--- src/bog_pkg.sv ---
// shared types and codes for the buffer ownership guard
package bog_pkg;

  localparam int MaxAttachmentsDef = 8;
  localparam int CountBitsDef      = 16;

  // ownership state codes
  localparam logic [2:0] ST_HOST       = 3'd0;
  localparam logic [2:0] ST_TRANSITION = 3'd1;
  localparam logic [2:0] ST_LENT       = 3'd2;
  localparam logic [2:0] ST_ACTIVE     = 3'd3;
  localparam logic [2:0] ST_DETACHED   = 3'd4;
  localparam logic [2:0] ST_RECLAIMED  = 3'd5;
  localparam logic [2:0] ST_POISONED   = 3'd6;

  // owner kind codes
  localparam logic [1:0] KIND_NONE     = 2'd0;
  localparam logic [1:0] KIND_EXTERNAL = 2'd1;
  localparam logic [1:0] KIND_INTERNAL = 2'd2;

  typedef enum logic [4:0] {
    OP_LEND          = 5'd0,
    OP_TRANSFER_DONE = 5'd1,
    OP_MARK_ACTIVE   = 5'd2,
    OP_MARK_DETACHED = 5'd3,
    OP_RECLAIM       = 5'd4,
    OP_CPU_BEGIN     = 5'd5,
    OP_CPU_END       = 5'd6,
    OP_USER_MAP      = 5'd7,
    OP_VMA_OPEN      = 5'd8,
    OP_VMA_CLOSE     = 5'd9,
    OP_KMAP          = 5'd10,
    OP_KUNMAP        = 5'd11,
    OP_DEV_MAP       = 5'd12,
    OP_DEV_UNMAP     = 5'd13,
    OP_DETACH        = 5'd14,
    OP_QUERY         = 5'd15,
    OP_RELEASE       = 5'd16
  } op_e;

  typedef enum logic [1:0] {
    STS_OK    = 2'd0,
    STS_PERM  = 2'd1,
    STS_BUSY  = 2'd2,
    STS_OWNER = 2'd3
  } status_e;

  typedef struct packed {
    logic [4:0] operation;
    logic       cam_grant;
    logic       outcome_ok;
    logic [2:0] attachment;
  } event_t;

  typedef struct packed {
    logic [2:0] owner_state;
    logic       hold_flag;
    logic [1:0] owner_kind;
    logic       pending_is_lend;
  } ctrl_t;

  typedef struct packed {
    status_e    status;
    logic       is_protected;
    logic       skip_cpu_sync;
    logic       shared_attr;
    logic [2:0] state_now;
  } result_t;

endpackage

--- src/buffer_ownership_guard_unit.sv ---
// top level of the buffer ownership guard
//
// usage:
//   one event per input transaction (operation, cam_grant, outcome_ok,
//   attachment) on a valid/ready channel; one result per event (status,
//   is_protected, skip_cpu_sync, shared_attr, state_now) on a valid/ready
//   output channel, in event order; the user must write shared_mode
//   through cfg_we_i/cfg_wdata_i while the block idles (unenforced)
// flow:
//   an event sits in the input register while the ownership logic
//   evaluates it; the result register loads it once it has space;
//   one event per cycle is sustained while out_ready_i stays high, set
//   by the single ownership-state update done per retired event
// reset:
//   asynchronous, active low; clears both pipeline valids, the ownership
//   state, counters, slot bitmap and shared_mode
// stall:
//   while the receiver holds out_ready_i low the result register keeps its
//   transaction, the input register holds one more, and in_ready_o drops
//   once both are full
module buffer_ownership_guard_unit #(
  parameter int MAX_ATTACHMENTS = bog_pkg::MaxAttachmentsDef,
  parameter int COUNT_BITS      = bog_pkg::CountBitsDef
) (
  input  logic       clk_i,
  input  logic       rst_ni,
  // config write
  input  logic       cfg_we_i,
  input  logic       cfg_wdata_i,
  // event channel
  input  logic       in_valid_i,
  output logic       in_ready_o,
  input  logic [4:0] operation_i,
  input  logic       cam_grant_i,
  input  logic       outcome_ok_i,
  input  logic [2:0] attachment_i,
  // result channel
  output logic       out_valid_o,
  input  logic       out_ready_i,
  output logic [1:0] status_o,
  output logic       is_protected_o,
  output logic       skip_cpu_sync_o,
  output logic       shared_attr_o,
  output logic [2:0] state_now_o
);

  bog_pkg::event_t  ev_in;
  bog_pkg::event_t  ev_cur;
  logic             ev_valid;
  logic             out_space;
  logic             advance;
  bog_pkg::result_t res_d;
  bog_pkg::result_t res_q;

  // ownership state
  logic                       shared_mode_q;
  bog_pkg::ctrl_t             ctrl_q, ctrl_d;
  logic [COUNT_BITS-1:0]      user_cnt_q, user_cnt_d;
  logic [COUNT_BITS-1:0]      kern_cnt_q, kern_cnt_d;
  logic [COUNT_BITS-1:0]      cpu_cnt_q, cpu_cnt_d;
  logic [MAX_ATTACHMENTS-1:0] slots_q, slots_d;

  assign ev_in.operation  = operation_i;
  assign ev_in.cam_grant  = cam_grant_i;
  assign ev_in.outcome_ok = outcome_ok_i;
  assign ev_in.attachment = attachment_i;

  // an event is evaluated and retired when the result register has room
  assign advance = ev_valid && out_space;

  bog_in_reg u_in_reg (
    .clk_i      (clk_i),
    .rst_ni     (rst_ni),
    .in_valid_i (in_valid_i),
    .in_ready_o (in_ready_o),
    .ev_i       (ev_in),
    .take_i     (out_space),
    .valid_o    (ev_valid),
    .ev_o       (ev_cur)
  );

  bog_event_logic #(
    .MAX_ATTACHMENTS (MAX_ATTACHMENTS),
    .COUNT_BITS      (COUNT_BITS)
  ) u_event_logic (
    .ev_i          (ev_cur),
    .shared_mode_i (shared_mode_q),
    .ctrl_i        (ctrl_q),
    .user_cnt_i    (user_cnt_q),
    .kern_cnt_i    (kern_cnt_q),
    .cpu_cnt_i     (cpu_cnt_q),
    .slots_i       (slots_q),
    .ctrl_o        (ctrl_d),
    .user_cnt_o    (user_cnt_d),
    .kern_cnt_o    (kern_cnt_d),
    .cpu_cnt_o     (cpu_cnt_d),
    .slots_o       (slots_d),
    .res_o         (res_d)
  );

  // state commits together with the result load
  always_ff @(posedge clk_i or negedge rst_ni) begin
    if (!rst_ni) begin
      ctrl_q.owner_state     <= bog_pkg::ST_HOST;
      ctrl_q.hold_flag       <= 1'b0;
      ctrl_q.owner_kind      <= bog_pkg::KIND_NONE;
      ctrl_q.pending_is_lend <= 1'b0;
      user_cnt_q <= '0;
      kern_cnt_q <= '0;
      cpu_cnt_q  <= '0;
      slots_q    <= '0;
    end else if (advance) begin
      ctrl_q     <= ctrl_d;
      user_cnt_q <= user_cnt_d;
      kern_cnt_q <= kern_cnt_d;
      cpu_cnt_q  <= cpu_cnt_d;
      slots_q    <= slots_d;
    end
  end

  // config register, survives release
  always_ff @(posedge clk_i or negedge rst_ni) begin
    if (!rst_ni) begin
      shared_mode_q <= 1'b0;
    end else if (cfg_we_i) begin
      shared_mode_q <= cfg_wdata_i;
    end
  end

  bog_out_reg u_out_reg (
    .clk_i       (clk_i),
    .rst_ni      (rst_ni),
    .load_i      (advance),
    .res_i       (res_d),
    .space_o     (out_space),
    .out_valid_o (out_valid_o),
    .out_ready_i (out_ready_i),
    .res_o       (res_q)
  );

  assign status_o        = res_q.status;
  assign is_protected_o  = res_q.is_protected;
  assign skip_cpu_sync_o = res_q.skip_cpu_sync;
  assign shared_attr_o   = res_q.shared_attr;
  assign state_now_o     = res_q.state_now;

endmodule

--- src/bog_in_reg.sv ---
// input register stage holding one event transaction
module bog_in_reg (
  input  logic            clk_i,
  input  logic            rst_ni,
  input  logic            in_valid_i,
  output logic            in_ready_o,
  input  bog_pkg::event_t ev_i,
  input  logic            take_i,
  output logic            valid_o,
  output bog_pkg::event_t ev_o
);

  logic            valid_q;
  bog_pkg::event_t ev_q;

  assign in_ready_o = !valid_q || take_i;
  assign valid_o    = valid_q;
  assign ev_o       = ev_q;

  always_ff @(posedge clk_i or negedge rst_ni) begin
    if (!rst_ni) begin
      valid_q <= 1'b0;
    end else if (in_ready_o) begin
      valid_q <= in_valid_i;
    end
  end

  always_ff @(posedge clk_i) begin
    if (in_valid_i && in_ready_o) begin
      ev_q <= ev_i;
    end
  end

endmodule

--- src/bog_event_logic.sv ---
// next-state and result logic for one ownership event
module bog_event_logic #(
  parameter int MAX_ATTACHMENTS = bog_pkg::MaxAttachmentsDef,
  parameter int COUNT_BITS      = bog_pkg::CountBitsDef
) (
  input  bog_pkg::event_t         ev_i,
  input  logic                    shared_mode_i,
  input  bog_pkg::ctrl_t          ctrl_i,
  input  logic [COUNT_BITS-1:0]   user_cnt_i,
  input  logic [COUNT_BITS-1:0]   kern_cnt_i,
  input  logic [COUNT_BITS-1:0]   cpu_cnt_i,
  input  logic [MAX_ATTACHMENTS-1:0] slots_i,
  output bog_pkg::ctrl_t          ctrl_o,
  output logic [COUNT_BITS-1:0]   user_cnt_o,
  output logic [COUNT_BITS-1:0]   kern_cnt_o,
  output logic [COUNT_BITS-1:0]   cpu_cnt_o,
  output logic [MAX_ATTACHMENTS-1:0] slots_o,
  output bog_pkg::result_t        res_o
);

  function automatic logic [COUNT_BITS-1:0] count_up(input logic [COUNT_BITS-1:0] c);
    return (&c) ? c : c + COUNT_BITS'(1);
  endfunction

  function automatic logic [COUNT_BITS-1:0] count_down(input logic [COUNT_BITS-1:0] c);
    return (c == '0) ? c : c - COUNT_BITS'(1);
  endfunction

  logic                       host_owns;
  logic                       busy;
  logic                       slot_valid;
  logic [MAX_ATTACHMENTS-1:0] slot_mask;
  bog_pkg::status_e           status;
  logic [2:0]                 st;

  assign st = ctrl_i.owner_state;
  assign host_owns = (st == bog_pkg::ST_HOST) || (st == bog_pkg::ST_RECLAIMED);
  assign busy = (|user_cnt_i) || (|kern_cnt_i) || (|cpu_cnt_i) || (|slots_i);
  assign slot_valid = int'(ev_i.attachment) < MAX_ATTACHMENTS;

  always_comb begin
    for (int i = 0; i < MAX_ATTACHMENTS; i++) begin
      slot_mask[i] = (int'(ev_i.attachment) == i);
    end
  end

  always_comb begin
    ctrl_o     = ctrl_i;
    user_cnt_o = user_cnt_i;
    kern_cnt_o = kern_cnt_i;
    cpu_cnt_o  = cpu_cnt_i;
    slots_o    = slots_i;
    status     = bog_pkg::STS_OK;
    res_o.skip_cpu_sync = 1'b0;
    res_o.shared_attr   = 1'b0;

    unique case (ev_i.operation)
      bog_pkg::OP_LEND: begin
        if (!host_owns || ctrl_i.hold_flag) begin
          status = bog_pkg::STS_PERM;
        end else if (busy) begin
          status = bog_pkg::STS_BUSY;
        end else begin
          ctrl_o.hold_flag       = 1'b1;
          ctrl_o.owner_state     = bog_pkg::ST_TRANSITION;
          ctrl_o.owner_kind      = ev_i.cam_grant ? bog_pkg::KIND_INTERNAL
                                                  : bog_pkg::KIND_EXTERNAL;
          ctrl_o.pending_is_lend = 1'b1;
        end
      end
      bog_pkg::OP_TRANSFER_DONE: begin
        if (st != bog_pkg::ST_TRANSITION) begin
          status = bog_pkg::STS_PERM;
        end else if (!ev_i.outcome_ok) begin
          ctrl_o.owner_state = bog_pkg::ST_POISONED;
          status = bog_pkg::STS_PERM;
        end else if (ctrl_i.pending_is_lend) begin
          ctrl_o.owner_state = bog_pkg::ST_LENT;
        end else begin
          ctrl_o.owner_state = bog_pkg::ST_RECLAIMED;
          ctrl_o.owner_kind  = bog_pkg::KIND_NONE;
          ctrl_o.hold_flag   = 1'b0;
        end
      end
      bog_pkg::OP_MARK_ACTIVE: begin
        if (st != bog_pkg::ST_LENT || !ctrl_i.hold_flag) begin
          status = bog_pkg::STS_PERM;
        end else begin
          ctrl_o.owner_state = bog_pkg::ST_ACTIVE;
        end
      end
      bog_pkg::OP_MARK_DETACHED: begin
        if (st != bog_pkg::ST_ACTIVE || !ctrl_i.hold_flag) begin
          status = bog_pkg::STS_PERM;
        end else begin
          ctrl_o.owner_state = bog_pkg::ST_DETACHED;
        end
      end
      bog_pkg::OP_RECLAIM: begin
        if (!ctrl_i.hold_flag ||
            (st != bog_pkg::ST_DETACHED && st != bog_pkg::ST_LENT)) begin
          status = bog_pkg::STS_PERM;
        end else if (ctrl_i.owner_kind != bog_pkg::KIND_INTERNAL &&
                     ctrl_i.owner_kind != bog_pkg::KIND_EXTERNAL) begin
          status = bog_pkg::STS_OWNER;
        end else begin
          ctrl_o.owner_state     = bog_pkg::ST_TRANSITION;
          ctrl_o.pending_is_lend = 1'b0;
        end
      end
      bog_pkg::OP_CPU_BEGIN: begin
        if (!host_owns) begin
          status = bog_pkg::STS_PERM;
        end else begin
          cpu_cnt_o = count_up(cpu_cnt_i);
        end
      end
      bog_pkg::OP_CPU_END: begin
        if (!host_owns || cpu_cnt_i == '0) begin
          status = bog_pkg::STS_PERM;
        end else begin
          cpu_cnt_o = count_down(cpu_cnt_i);
        end
      end
      bog_pkg::OP_USER_MAP: begin
        if (!host_owns || !ev_i.outcome_ok) begin
          status = bog_pkg::STS_PERM;
        end else begin
          user_cnt_o = count_up(user_cnt_i);
        end
      end
      bog_pkg::OP_VMA_OPEN: begin
        user_cnt_o = count_up(user_cnt_i);
      end
      bog_pkg::OP_VMA_CLOSE: begin
        user_cnt_o = count_down(user_cnt_i);
      end
      bog_pkg::OP_KMAP: begin
        if (!host_owns) begin
          status = bog_pkg::STS_PERM;
        end else if (kern_cnt_i != '0) begin
          kern_cnt_o = count_up(kern_cnt_i);
        end else if (ev_i.outcome_ok) begin
          kern_cnt_o = COUNT_BITS'(1);
        end else begin
          status = bog_pkg::STS_PERM;
        end
      end
      bog_pkg::OP_KUNMAP: begin
        kern_cnt_o = count_down(kern_cnt_i);
      end
      bog_pkg::OP_DEV_MAP: begin
        res_o.skip_cpu_sync = !host_owns;
        res_o.shared_attr   = shared_mode_i;
        if (!slot_valid || !ev_i.outcome_ok) begin
          status = bog_pkg::STS_PERM;
        end else begin
          slots_o = slots_i | slot_mask;
        end
      end
      bog_pkg::OP_DEV_UNMAP: begin
        res_o.skip_cpu_sync = !host_owns;
        res_o.shared_attr   = shared_mode_i;
        if (!slot_valid) begin
          status = bog_pkg::STS_PERM;
        end else begin
          slots_o = slots_i & ~slot_mask;
        end
      end
      bog_pkg::OP_DETACH: begin
        if (!slot_valid) begin
          status = bog_pkg::STS_PERM;
        end else begin
          slots_o = slots_i & ~slot_mask;
        end
      end
      bog_pkg::OP_QUERY: begin
        status = bog_pkg::STS_OK;
      end
      bog_pkg::OP_RELEASE: begin
        if (!host_owns || ctrl_i.hold_flag) begin
          status = bog_pkg::STS_PERM;
        end else begin
          ctrl_o.owner_state     = bog_pkg::ST_HOST;
          ctrl_o.hold_flag       = 1'b0;
          ctrl_o.owner_kind      = bog_pkg::KIND_NONE;
          ctrl_o.pending_is_lend = 1'b0;
          user_cnt_o = '0;
          kern_cnt_o = '0;
          cpu_cnt_o  = '0;
          slots_o    = '0;
        end
      end
      default: begin
        status = bog_pkg::STS_PERM;
      end
    endcase

    res_o.status       = status;
    res_o.state_now    = ctrl_o.owner_state;
    res_o.is_protected = (ctrl_o.owner_state != bog_pkg::ST_HOST) &&
                         (ctrl_o.owner_state != bog_pkg::ST_RECLAIMED);
  end

endmodule

--- src/bog_out_reg.sv ---
// result register stage holding one result transaction
module bog_out_reg (
  input  logic             clk_i,
  input  logic             rst_ni,
  input  logic             load_i,
  input  bog_pkg::result_t res_i,
  output logic             space_o,
  output logic             out_valid_o,
  input  logic             out_ready_i,
  output bog_pkg::result_t res_o
);

  logic             valid_q;
  bog_pkg::result_t res_q;

  assign space_o     = !valid_q || out_ready_i;
  assign out_valid_o = valid_q;
  assign res_o       = res_q;

  always_ff @(posedge clk_i or negedge rst_ni) begin
    if (!rst_ni) begin
      valid_q <= 1'b0;
    end else if (space_o) begin
      valid_q <= load_i;
    end
  end

  always_ff @(posedge clk_i) begin
    if (load_i) begin
      res_q <= res_i;
    end
  end

endmodule

--- config.mk ---
export PLATFORM = sky130hd
export DESIGN_NAME = buffer_ownership_guard_unit
export DESIGN_NICKNAME = d
export VERILOG_FILES = /design/src/bog_pkg.sv /design/src/buffer_ownership_guard_unit.sv /design/src/bog_in_reg.sv /design/src/bog_event_logic.sv /design/src/bog_out_reg.sv
export SDC_FILE = /design/constraint.sdc
export NUM_CORES = 1
export LEC_CHECK = 0
export BUFFER_PORTS_ARGS = -buffer_cell sky130_fd_sc_hd__buf_2
export CAP_MARGIN = 0
export CORE_ASPECT_RATIO = 1.4
export CORE_MARGIN = 1.5
export CORE_UTILIZATION = 50
export CTS_CLUSTER_SIZE = 16
export DETAILED_ROUTE_END_ITERATION = 12
export GPL_TIMING_DRIVEN = 0
export PLACE_DENSITY = 0.77
export SETUP_SLACK_MARGIN = 0.3
export SLEW_MARGIN = 20
export SYNTH_ARGS = -nofsm -noshare
export SYNTH_HDL_FRONTEND = slang
export SYNTH_SLANG_ARGS = --single-unit
--- constraint.sdc ---
create_clock -name clk_i -period 5.5 [get_ports clk_i]
set_clock_uncertainty 0.1 [all_clocks]
set_input_delay 0.275 -clock clk_i [delete_from_list [all_inputs] [get_ports clk_i]]
set_output_delay 0.275 -clock clk_i [all_outputs]
set_load 0.01 [all_outputs]
## Word-level counts from Yosys, hierarchy flattened

Index checks and enable logic that the tools add are counted.
Widths: inputs -> output; s select.

- Input port bits: 16
- Logic and storage cells: 183
- Register bits after elaboration: 84
- Output and inout port bits: 10

- Reduce and logical (&&, ||, !) cells: 52
- Bitwise operators: 3
- Add/sub/neg operators: 6
- Multiplexer cells: 52
- Eq/ne operators: 50

Operators by type and width:

| operator | number |
|---|---|
| $mux 16 | 13 |
| $pmux 16 s3 | 2 |
| $pmux 16 s4 | 1 |
| $add 16x1->16 const B | 3 |
| $logic_not 16->1 | 3 |
| $reduce_and 16->1 | 3 |
| $reduce_or 16->1 | 3 |
| $sub 16x1->16 const B | 3 |
| $eq 5x4->1 const B | 8 |
| $ne 2x2->1 const B | 16 |
| $mux 3 | 8 |
| $pmux 2 s12 | 1 |
| $pmux 8 s3 | 1 |
| $mux 7 | 3 |
| $reduce_and 7->1 | 3 |
| $eq 5x3->1 const B | 4 |
| $pmux 3 s6 | 1 |
| $reduce_bool 3->1 | 6 |
| $mux 2 | 8 |
| $mux 8 | 2 |
| $reduce_bool 16->1 | 1 |
| $eq 3x3->1 const B | 5 |
| $logic_or 1x1->1 | 12 |
| $eq 5x2->1 const B | 2 |
| other kinds (26) | 51 |

## Logic depth before layout (Yosys ltp)

- Depth after elaboration: 9
- Depth in mapped cells: 11
- Depth with buffers taken out: 10

## By module

From an unflattened synthesis, not the netlist that was laid out.

- Cells, all modules: 871
- Area total of the unflattened synthesis: 7191.9 um^2

Modules (own cells, without submodules):

| module | seq. area each (um^2) | cells an instance | area an instance (um^2) | instances |
|---|---|---|---|---|
| bog_event_logic | 0.0 | 710 | 4111.4 | 1 |
| buffer_ownership_guard_unit | 1601.5 | 136 | 2438.6 | 1 |
| bog_in_reg | 325.3 | 14 | 354.1 | 1 |
| bog_out_reg | 265.3 | 11 | 287.8 | 1 |

## Worst setup path after synthesis

Ideal clock, no wire load.

- Kind: register -> register
- Start: register u_in_reg.ev_q (netlist bit u_in_reg.ev_o[7])
- End: register user_cnt_q[15]
- Setup time: 0.135 ns
- Stages on the path, launching flop included: 12
- Arrival: 3.565 ns
- Buffers on the path: 1
- Data required time: 5.265 ns
- Clock period less this slack: 3.801 ns
- Path slack: 1.699 ns
- Cell sequence: edfxtp_1 > or3b_1 > buf_2 > nor2_1 > ha_1 > a21o_1 > a21oi_1 > a2bb2oi_1 > a31oi_1 > and3_1 > o41ai_2 > o41ai_1

- Cells in the longest elaborated chain, start to end: 3
- Elaborated cells between the ends (all ways): 10
- Those cells by class: 7 x eq/ne; 1 x mux; 2 x reduce/logical

Ends and longest elaborated chain:

| what | line | text |
|---|---|---|
| start: declaration | bog_in_reg.sv:14 | `bog_pkg::event_t ev_q;` |
| start signal: assignment | bog_in_reg.sv:30 | `ev_q <= ev_i;` |
| $eq 5x3->1, or another cell as far along | bog_event_logic.sv:57 | `unique case (ev_i.operation)` |
| $ne 2x2->1 (no line) / $reduce_bool 4->1 (equally long branches) | n/a |  |
| $reduce_and 5->1 (no line) | n/a |  |
| end signal: assignment | buffer_ownership_guard_unit.sv:114 | `user_cnt_q <= user_cnt_d;` |
| end: declaration | buffer_ownership_guard_unit.sv:58 | `logic [COUNT_BITS-1:0] user_cnt_q, user_cnt_d;` |

Several ways; a longest one is shown, not always the timed one.
A chain may end at the register's enable or synchronous reset.

## Worst setup path after layout

- Start: register u_in_reg.ev_q (netlist bit u_in_reg.ev_o[9])
- End: register cpu_cnt_q[15]

- Cells in the longest elaborated chain, start to end: 3
- Elaborated cells between the ends (all ways): 11
- Those cells by class: 8 x eq/ne; 1 x mux; 2 x reduce/logical

Ends and longest elaborated chain:

| what | line | text |
|---|---|---|
| $eq 5x3->1 / $eq 5x5->1 (equally long branches) | bog_event_logic.sv:57 |  |
| $ne 2x2->1 (no line), or another cell as far along | n/a |  |
| $reduce_and 7->1 (no line) | n/a |  |
| end signal: assignment | buffer_ownership_guard_unit.sv:116 | `cpu_cnt_q <= cpu_cnt_d;` |
| end: declaration | buffer_ownership_guard_unit.sv:60 | `logic [COUNT_BITS-1:0] cpu_cnt_q, cpu_cnt_d;` |

Several ways; a longest one is shown, not always the timed one.

==> metrics.cfg <==
[status]
status = complete, no violations

[finish]
fin_area_sq_mm = 0.00672
drive_gt1_share_pct = 10.8
area_growth_pct = 10.7
finalNetCount = 785
diodes = 0

[synth]
synth_area_sq_mm = 0.00607
syn_avg_cell_area_sq_um = 8.71
synth-edff-count = 18
yosysUniqueCellTypes = 81
yosysTopAreaCellShare_pct = 27.2
yosys.area.top_type = dfrtp_1
synth-seq-cells = 84
synth_compound_area_share_pct = 24.8
synth.net_count = 746
synth_top_family_by_area = compound AO/OA/AOI/OAI gates
synth_fa_ha_area_share_pct = 7.05
synth_simple_gate_area_share_pct = 23.6
synthMuxAreaShare_pct = 0.742
synth_seq_area_share_pct = 36.1
synth_area_leaders = dfrtp_1, edfxtp_1, ha_1
ys_async_sr_fraction_pct = 78.6
synth_xor_area_share_pct = 3.75
ys.flop_type = dfrtp_1
synth.most_common_cell = nand2_1
netlist_top_cells_count = nand2_1, dfrtp_1, nor2_1
synthCells = 697
yosys_warnings = 0

[floorplanning]
die_x_microns = 96.1
die_h_microns = 133
rows = 47
die-area_sq_mm = 0.0128
initial_utilization_pct = 51.4
io_pins = 26
core_area_sq_mm = 0.0118

[global_routing]
grt_pass1_vias = 5670
grt_start_max_net_pins = 43
grt_util_all_layers_pct = 26.4
grt_pass1_wl_mm = 26.6
grt-ovfl-total = 0
antenna_found_initial = 0

[timing]
fin_tns_setup_ns = 0
hold_viol = 0
clock.fmax_ghz = 0.239
worst_slew_pin_slew_ns = 0.948
min_period_ns = 4.19
slew_headroom_pct = 36.7
rsz0062_at_grt = false
timing.final.crit_share_pct = 76.1
setup_violations = 0
drv_slew = 0

[routing]
num_vias = 5842
drtIter0Drc = 420
firstDrtPassIters = 6
routed_via_density = 6.58
wl_per_cell_microns = 18.4
drc = 0
drt-total-wl_mm = 16.3
ant_nets = 0

[placed_design]
place_area_sq_mm = 0.00641
hpwl_mm = 11.6
gp_congestion = 0.913
portBuffers = 25

[clock_network]
clock_latency_ns = 0.35
cts.repair.resized = 0
htreeDepth = 3
cts.sinks = 84
cts_tree = built
cts-root-buf = clkbuf_16
cts_buffer_depth = 2
numCtsBuffers = 9
clk_pin_slew_ns = 0.06
post-cts-setup-buffers = 0

[setup_path]
critPathMaxFanout = 21
path_class = flip-flop to flip-flop
crit_path_start_kind = flip-flop
cp_cell_sequence = clkbuf_1, or3b_1, nor2_2, ha_1, and3_1, a221oi_1, a2bb2oi_1, nand3_1, and4_1, o31ai_1, o31ai_1
crit_top_cell = o31ai_1
cp-end-kind = flip-flop
max_stage_delay_ns = 0.75
critPathRequiredTime_ns = 5.62
arrival_ns = 4.31
slowest_stage = nor2_2

[pwr]
power_density_mw_per_mm2 = 319
p_leak_uw = 0.00275
vdd_drop_max_v = 0.000156

[job]
cap_violations = 0

[min_path]
hp-class = input pin to flip-flop

[per-stage QoR]
step	worst slack [ns]	util [%]	cells	total power (uW)	hold slack, ns
6_report	1.31	56.9	888	2150	0.00692
5_1_grt	1.08	56.9	888	2260	0.0112
4_1_cts	1.34	56.9	888	2140	0.00290
3_5_place_dp	1.38	54.3	870	1540	0.113
3_3_place_gp	1.20	54.0	869	1500	0.340
2_1_floorplan	1.70	-	697	1350	-0.121
[sequential cells by signal (all words and copies together) (netlist names)]
name                   flops
user_cnt_q                16
shared_mode_q              1
cpu_cnt_q                 16
u_out_reg.out_valid_o      1
u_out_reg.res_o            8
kern_cnt_q                16
u_in_reg.valid_o           1
slots_q                    8
u_in_reg.ev_o             10
ctrl_q                     7
[cells in the final DEF (no fill, tap or decap), types with 5 or more instances in the layout]
cell type and instances:
nor4_1 19, nand3_1 19, clkbuf_16 9, o41ai_1 8
xnor2_1 16, nand3b_1 9, or2_2 5, clkbuf_1 21
edfxtp_1 18, a22o_1 5, nor2_1 52, a21o_1 6
and2_1 5, nand2b_1 12, dfrtp_1 66, buf_2 37
o22ai_1 13, inv_1 18, a221oi_1 5, o21ai_0 45
or3_1 10, nand2_1 72, ha_1 31, o31ai_1 22
and3_1 7, a31oi_1 11, nor3_1 21, nand4_1 13
a211oi_1 9, xor2_1 10, a21oi_1 50
[cells by family (layout without fill, tap and decap cells)]
kind of cell    count (synthesis)  count (layout)
xor+xnor                       26              26
flops                          84              84
compound gates                223             223
mux                             4               4
buf+inv                        54              98
fa+ha+maj                      33              33
simple gates                  273             273
[path summary, 6_finish.rpt]
check	slack (ns)	depth (start not counted)	end	startpoint
worst max-delay path	1.31	11	cpu_cnt_q[15]	u_in_reg.ev_o[9]
worst min-delay path	0.007	1	u_in_reg.ev_o[1]	attachment_i[1]
worst max register to register	1.31	11	cpu_cnt_q[15]	u_in_reg.ev_o[9]
worst min register to register	0.36	1	ctrl_q[1]	u_in_reg.ev_o[4]
max in group asynchronous	4.48	3	cpu_cnt_q[14]	rst_ni
min in group asynchronous	0.28	2	kern_cnt_q[8]	rst_ni
[critical path: cells and delay by family (launching register included)]
| family | cells | cell delay [ns] |
|---|---|---|
| buffers and inverters | 1 | 0.22 |
| AND/OR/NAND/NOR | 5 | 1.86 |
| flip-flops | 1 | 0.38 |
| AO/OA/AOI/OAI | 4 | 1.07 |
| adder cells (fa/ha/maj) | 1 | 0.45 |
[layout make-up]
class / instances / area, sq um
buffer: 36 / 170
clock buffer: 11 / 233
clock inverter: 5 / 53.8
fill: 1069 / 5100
inverter: 18 / 67.6
multi-input combinational: 559 / 3650
sequential: 84 / 2190
tap: 147 / 184
timing repair buffer: 28 / 175
[per-layer routing]
metal / vias to the layer above / share of wire, % / track usage (%)
met1: 2811 / 40 / 31.1
met2: 255 / 52 / 46.2
met4: 0 / 3.0 / 11.8
met5: - / 0 / 0
met3: 46 / 5.6 / 3.82
li1: 2730 / - / -
[power by group]
group          leakage [uW]  internal [uW]  total [uW]  switching (uW)
logic               0.00158            273         680             407
clock network      0.000133            350         604             254
registers           0.00104            750         864             114
[repair_timing]
item | in CTS | in global routing
setup endpoints to repair | 0 | 0
hold buffers | 2 | 0
hold endpoints to repair | 25 | 0
Power figures use the tool's default switching activity.
